[src/mono_column_framebuffer_drawer_defines.svh]
// Assertion macros for the framebuffer drawer controller.
`ifndef MONO_COLUMN_FRAMEBUFFER_DRAWER_DEFINES_SVH
`define MONO_COLUMN_FRAMEBUFFER_DRAWER_DEFINES_SVH

// Consequent must hold in the same cycle as the antecedent.
`define MCFD_ASSERT_SAME(label, ante, cons, msg) \
  label: assert property (@(posedge clk_i) disable iff (!rst_ni) (ante) |-> (cons)) \
    else $error(msg);

// Consequent must hold in the cycle after the antecedent.
`define MCFD_ASSERT_NEXT(label, ante, cons, msg) \
  label: assert property (@(posedge clk_i) disable iff (!rst_ni) (ante) |=> (cons)) \
    else $error(msg);

`endif

[src/mcfd_pkg.sv]
// Types and constants shared by the framebuffer drawer modules.
package mcfd_pkg;

  localparam int unsigned CMD_W      = 3;
  localparam int unsigned COORD_W    = 8;
  localparam int unsigned COLOR_W    = 2;
  localparam int unsigned WORD_W     = 64;
  localparam int unsigned CFG_IDX_W  = 2;
  localparam int unsigned CFG_DATA_W = 8;
  localparam int unsigned VW_W       = 8;
  localparam int unsigned VH_W       = 7;
  localparam int unsigned CO_W       = 7;
  localparam int unsigned RO_W       = 6;

  localparam logic [VW_W-1:0] VIEW_WIDTH_RST    = 8'd128;
  localparam logic [VH_W-1:0] VIEW_HEIGHT_RST   = 7'd64;
  localparam logic [CO_W-1:0] COLUMN_OFFSET_RST = 7'd0;
  localparam logic [RO_W-1:0] ROW_OFFSET_RST    = 6'd0;

  typedef enum logic [CMD_W-1:0] {
    CMD_PIXEL       = 3'd0,
    CMD_READ_PIXEL  = 3'd1,
    CMD_VLINE       = 3'd2,
    CMD_HLINE       = 3'd3,
    CMD_RECT        = 3'd4,
    CMD_READ_COLUMN = 3'd5
  } cmd_e;

  typedef enum logic [COLOR_W-1:0] {
    COLOR_CLEAR  = 2'd0,
    COLOR_SET    = 2'd1,
    COLOR_INVERT = 2'd2
  } color_e;

  typedef enum logic [CFG_IDX_W-1:0] {
    CFG_VIEW_WIDTH    = 2'd0,
    CFG_VIEW_HEIGHT   = 2'd1,
    CFG_COLUMN_OFFSET = 2'd2,
    CFG_ROW_OFFSET    = 2'd3
  } cfg_idx_e;

  // Commands from the controller to the datapath.
  typedef struct packed {
    logic load;      // latch the input item
    logic prep;      // bounds check, mask and column range
    logic rd_issue;  // single column read
    logic sweep;     // read-modify-write sweep over the column range
    logic load_out;  // load the result register
  } ctrl_cmd_t;

  // Status from the datapath to the controller.
  typedef struct packed {
    logic ok;
    logic is_read;
    logic sweep_done;
  } dp_status_t;

endpackage

[src/mcfd_ctrl.sv]
// Controller state machine for the framebuffer drawer.
`include "mono_column_framebuffer_drawer_defines.svh"

module mcfd_ctrl (
  input  logic                 clk_i,
  input  logic                 rst_ni,
  input  logic                 in_valid_i,
  output logic                 in_ready_o,
  output logic                 out_valid_o,
  input  logic                 out_ready_i,
  output mcfd_pkg::ctrl_cmd_t  cmd_o,
  input  mcfd_pkg::dp_status_t sts_i
);

  typedef enum logic [2:0] {
    S_IDLE,
    S_CHECK,
    S_READ,
    S_SWEEP,
    S_RESP
  } state_e;

  state_e state_q, state_d;
  logic   out_valid_q;
  logic   out_free;

  assign out_free    = !out_valid_q || out_ready_i;
  assign in_ready_o  = (state_q == S_IDLE);
  assign out_valid_o = out_valid_q;

  always_comb begin
    cmd_o          = '0;
    cmd_o.load     = (state_q == S_IDLE) && in_valid_i;
    cmd_o.prep     = (state_q == S_CHECK);
    cmd_o.rd_issue = (state_q == S_READ);
    cmd_o.sweep    = (state_q == S_SWEEP);
    cmd_o.load_out = (state_q == S_RESP) && out_free;
  end

  always_comb begin
    state_d = state_q;
    unique case (state_q)
      S_IDLE: begin
        if (in_valid_i) state_d = S_CHECK;
      end
      S_CHECK: begin
        if (!sts_i.ok) state_d = S_RESP;
        else if (sts_i.is_read) state_d = S_READ;
        else state_d = S_SWEEP;
      end
      S_READ: begin
        state_d = S_RESP;
      end
      S_SWEEP: begin
        if (sts_i.sweep_done) state_d = S_RESP;
      end
      S_RESP: begin
        if (out_free) state_d = S_IDLE;
      end
      default: begin
        state_d = S_IDLE;
      end
    endcase
  end

  always_ff @(posedge clk_i or negedge rst_ni) begin
    if (!rst_ni) begin
      state_q     <= S_IDLE;
      out_valid_q <= 1'b0;
    end else begin
      state_q <= state_d;
      if (cmd_o.load_out) out_valid_q <= 1'b1;
      else if (out_ready_i) out_valid_q <= 1'b0;
    end
  end

  `MCFD_ASSERT_NEXT(a_accept_to_check, in_ready_o && in_valid_i, state_q == S_CHECK, "accepted item did not enter bounds check")
  `MCFD_ASSERT_NEXT(a_sweep_to_resp, (state_q == S_SWEEP) && sts_i.sweep_done, state_q == S_RESP, "finished sweep did not move to result")
  `MCFD_ASSERT_NEXT(a_resp_loads_out, (state_q == S_RESP) && out_free, out_valid_q && (state_q == S_IDLE), "result not presented after result state")
  `MCFD_ASSERT_SAME(a_sweep_in_bounds, state_q == S_SWEEP, sts_i.ok, "sweep running on a rejected item")

endmodule

[config.mk]
export PLATFORM = sky130hd
export DESIGN_NAME = mcfd_ctrl
export DESIGN_NICKNAME = d
export VERILOG_FILES = /design/src/mcfd_pkg.sv /design/src/mcfd_ctrl.sv
export VERILOG_INCLUDE_DIRS = /design/src /design/src/src
export SDC_FILE = /design/constraint.sdc
export NUM_CORES = 1
export LEC_CHECK = 0
export BUFFER_PORTS_ARGS = -buffer_cell sky130_fd_sc_hd__clkbuf_2
export CAP_MARGIN = 0
export CORE_AREA = 2 2 39 41
export CTS_BUF_LIST = sky130_fd_sc_hd__clkbuf_16
export DETAILED_ROUTE_END_ITERATION = 7
export DIE_AREA = 0 0 41 43
export SETUP_SLACK_MARGIN = 0.4
export SYNTH_ARGS = -nofsm -noshare
export SYNTH_HDL_FRONTEND = slang
export SYNTH_SLANG_ARGS = --single-unit
[constraint.sdc]
create_clock -name clk_i -period 1.73 [get_ports clk_i]
set_input_delay 0.0865 -clock clk_i [delete_from_list [all_inputs] [get_ports clk_i]]
set_output_delay 0.0865 -clock clk_i [all_outputs]
set_load 0.01 [all_outputs]
* Word level (Yosys, flattened, before mapping)
Cells that the tools add are included.
Operators by class: add/sub/neg operators 0, multiply operators 0, div/mod/pow operators 0, $lt $le $gt $ge 0, eq/ne operators 7, shift operators 0, multiplexer cells 8, bitwise gates (word level) 0, reduce and logical (&&, ||, !) cells 7
Operators by type and width (number):
- $pmux W3 S5 | 1
- $mux W3 | 4
- $eq A3 B2 Y1 const B | 2
- $ne A2 B2 Y1 const B | 2
- $eq A3 B1 Y1 const B | 1
- $eq A3 B3 Y1 const B | 1
- $logic_not A3 Y1 | 1
- $mux W1 | 3
- $reduce_and A3 Y1 | 1
- $logic_and A1 B1 Y1 | 2
- $ne A2 B1 Y1 const B | 1
- $reduce_bool A2 Y1 | 1
- $logic_not A1 Y1 | 1
- $logic_or A1 B1 Y1 | 1
Storage, ports and cells: flip-flop bits (word level) 4, latch bits 0, bits in writable memories 0, memory bits (read-only) 0, input port bits 7, output and inout port bits 7, word-level logic and storage cells 24, memories 0

* Depth between registers and ports, before layout
word-level depth 4, mapped depth 4, gate-level depth less buffers 3

* Worst setup path after synthesis
Ideal clock, no wire load.
path type reg2out, start register state_q[2], end output cmd_o[4] (netlist name), data arrival time 981 ps, required time 1643 ps, setup slack 662 ps, stages on the path, launching flop included 3, buffers on the path 1, cell sequence dfrtp_1 buf_2 nor4b_1
RTL lines:
- start, declared | line mcfd_ctrl.sv:23 | state_e state_q, state_d;
- start signal, assigned | line mcfd_ctrl.sv:71 | state_q <= state_d;
- end, declared | line mcfd_ctrl.sv:11 | output mcfd_pkg::ctrl_cmd_t cmd_o,

==> impl_results.md <==
- Outcome: finished, final reports clean
- Fin. Hold Viols: 0
- Worst Hold Slack: about 0.11 ns
- Post-Route Skew: 0.00410 ns
- Most frequent cells in the layout: clkbuf_2 (13), nor2_1 (4), inv_1 (3), clkbuf_16 (3)
- Initial antenna violation count: 0
- Fin crit share: 0.718
- Worst min path class: primary input to flip-flop
- Synth top area cells: dfrtp_1 (37%), nor2_1 (5.6%), nand2b_4 (5.1%)
- Largest net degree at the start of global routing: 11
- First-pass GRT wire length: 938 µm
- Buffers plus inverters on the worst setup path: 1
- Final min period: 1.24 ns
- Worst-margin pin slew: 0.297 ns
- CP Class: flip-flop to primary output
- H-tree Lvls: 1
- Vias in the first global route: 243
- Avg Cell Area, Syn: slightly below 9 µm²
- Number of placement rows: 14
- Cells after DPL: 57
- Crit path DAT: 1.16 ns
- Relative slew slack: 0.802
- Area leader, netlist: dfrtp_1
- Distinct cells, synth: 21
- Boundary Pins: 14
- Worst R2R Path Depth: 3
- Pwr/cell area: between 1500 and 2000 mW/mm²
- Sum Neg Setup Slack: 0 ns
- Critical Path Stages: 2
- Layout cells sized above 1: 0.489
- Cell Chain, Critical Path: nor4b_2 -> clkbuf_2
- Diodes inserted: 0
- Core area: 0.00138 mm²
- All-Layer GR Usage: 0.0877
- Design Power: 0.839 mW
- Starting density of the core: 0.195
- CTS tree: built
- Finished Core Util: 0.307
- CTS Buf Count: 3
- Crit start category: flip-flop
- Worst R2R Setup Slack: 0.72 ns
- Vert. Die Dim: 43 µm
- Die W: 41 µm
- Commonest non-fill, non-tap cell in the layout: clkbuf_2
- Max Cap Viol: 0
- Post-CTS Setup Inserts: 0
- Max Buffers Root-to-Sink: 2
- Cell Area, Synth: 270 µm²
- PortBufs: 13
- Seq cells post-synth: 4
- WL per Instance: 9.98 µm
- Critical Path RT: about 1.6 ns
- Total grt overflow: 0
- Final instance area: 425 µm²
- Synth warn: 0
- Worst setup endpoint: cmd_o[4]
- Cells after Synth: 31
- VDD IR max: about 640 µV
- Cell family with most CP delay: flip-flops
- Vias per cell: 4.16
- Crit path largest cell delay: 0.47 ns
- DR pass1 iterations: 2
- Final Wtd Congestion: 0.631
- Reg-to-Reg End: state_q[0]$_DFFE_PN0P_
- Crit Path Max Fanout: 8
- Sw Pwr: around 0.28 mW
- Post-Layout Cell Count: 61
- Final Setup Violations: 0
- Sequential share of power: 0.271
- Post-synthesis sequential area ratio: 0.370
- Critical R2R Launch: state_q[1]$_DFFE_PN0P_
- Clock transition at the registers of the reported paths: 0.03 ns
- Clock share of power: 0.427
- Final net count: 54
- RSZ-0062 raised after global routing: false
- DRT iter0 DRCs: 1
- Post-Route WL: 609 µm
- Slowest-stage cell, CP: dfrtp_1
- Number of remaining DRC errors: 0
- Post-detail-place hpwl: 427 µm
- Final worst slack: 0.488 ns
- Switching part of the total power: 0.329
- Area Overhead vs Synth: 57.4%
- Die area: ~0.0018 mm²
- Maximum clock frequency: 805 MHz
- Synth Net Count: 38
- Comb pwr share: 0.302
- Yosys top cell area share: 0.370
- Sink Count: 4
- Routed vias: 254
- Clk_lat worst skew: roughly 0.22 ns
- Fillers: 147
- CP endpoint kind: primary output
- Internal power: 0.563 mW
- Antenna-violating nets left: 0
- LEAKAGE: 0.201 nW
- Pre-CTS setup slack: 0.649 ns
- Clock root buffer: clkbuf_16
- Critical path startpoint: state_q[2]$_DFFE_PN0P_
- Slew Limit Fails: 0
- Post-DP Area: 332 µm²
## state kept, by name, summed over array words and instances (netlist names)
register / flops
out_valid_o: 1
state_q: 3
## area by class of cell
type	count	area, µm²	share of cell area
inverter	3	11.3	0.0265
multi-input combinational	21	141	0.332
tap	16	20.0	0.0471
clock buffer	3	75.1	0.176
sequential	4	103	0.241
timing repair buffer	14	75.1	0.176
## worst register-to-register path, delay by kind of cell, from the launching register on
| family | cells | cell delay, ns |
|---|---|---|
| buffers and inverters | 1 | 0.12 |
| DFF | 1 | 0.47 |
| AOI/OAI and AO/OA | 2 | 0.31 |
## power by group through the flow
stage | Clock, mW | Sequential, mW | Combinational, mW
after floorplan | 0 | 0.150 | 0.257
after global placement | 0 | 0.217 | 0.249
after detailed placement | 0 | 0.219 | 0.250
after CTS | 0.365 | 0.219 | 0.255
after global routing | 0.372 | 0.239 | 0.278
final | 0.358 | 0.227 | 0.254
## what timing repair did
action                     4_1_cts  5_1_grt
setup endpoints to repair        0        3
hold buffers                     1        0
gates resized for setup          0        3
hold endpoints to repair         4        0
## worst min path at each step
| stage | start | to | slack, ns | depth (start not counted) |
|---|---|---|---|---|
| 2_1_floorplan | rst_ni | out_valid_o$_DFFE_PN0P_ | -0.21 | 0 |
| 3_3_place_gp | rst_ni | out_valid_o$_DFFE_PN0P_ | -0.1 | 1 |
| 3_5_place_dp | rst_ni | state_q[0]$_DFFE_PN0P_ | -0.10 | 1 |
| 4_1_cts | out_ready_i | out_valid_o$_DFFE_PN0P_ | 0.11 | 2 |
| 5_1_grt | out_ready_i | out_valid_o$_DFFE_PN0P_ | 0.12 | 2 |
| 6_report | out_ready_i | out_valid_o$_DFFE_PN0P_ | 0.11 | 2 |
## Yosys cell counts, drive strengths merged
| cell | number |
|---|---|
| nor2 | 4 |
| inv | 3 |
| nand2 | 2 |
| nand2b | 1 |
| nor2b | 1 |
| nor4b | 1 |
| a21oi | 2 |
| o21ai | 2 |
| mux2i | 1 |
| a211oi | 1 |
| nor3 | 2 |
| o22ai | 1 |
| buf | 3 |
| nor3b | 2 |
| dfrtp | 4 |
| a21boi | 1 |
## cells by family after synthesis
logic type,after synthesis,share of synthesized area
flops,4,0.370
compound gates,7,0.153
mux,1,0.0370
buf+inv,6,0.130
simple gates,13,0.310
## routing by layer
layer | track usage | vias up | wire length, µm
met5 | 0 | - | 0
met4 | 0.100 | 0 | 0
met3 | 0.0314 | 0 | 31
met2 | 0.122 | 8 | 308
met1 | 0.0879 | 114 | 270
li1 | - | 132 | -
Power figures use the tool's default switching activity.
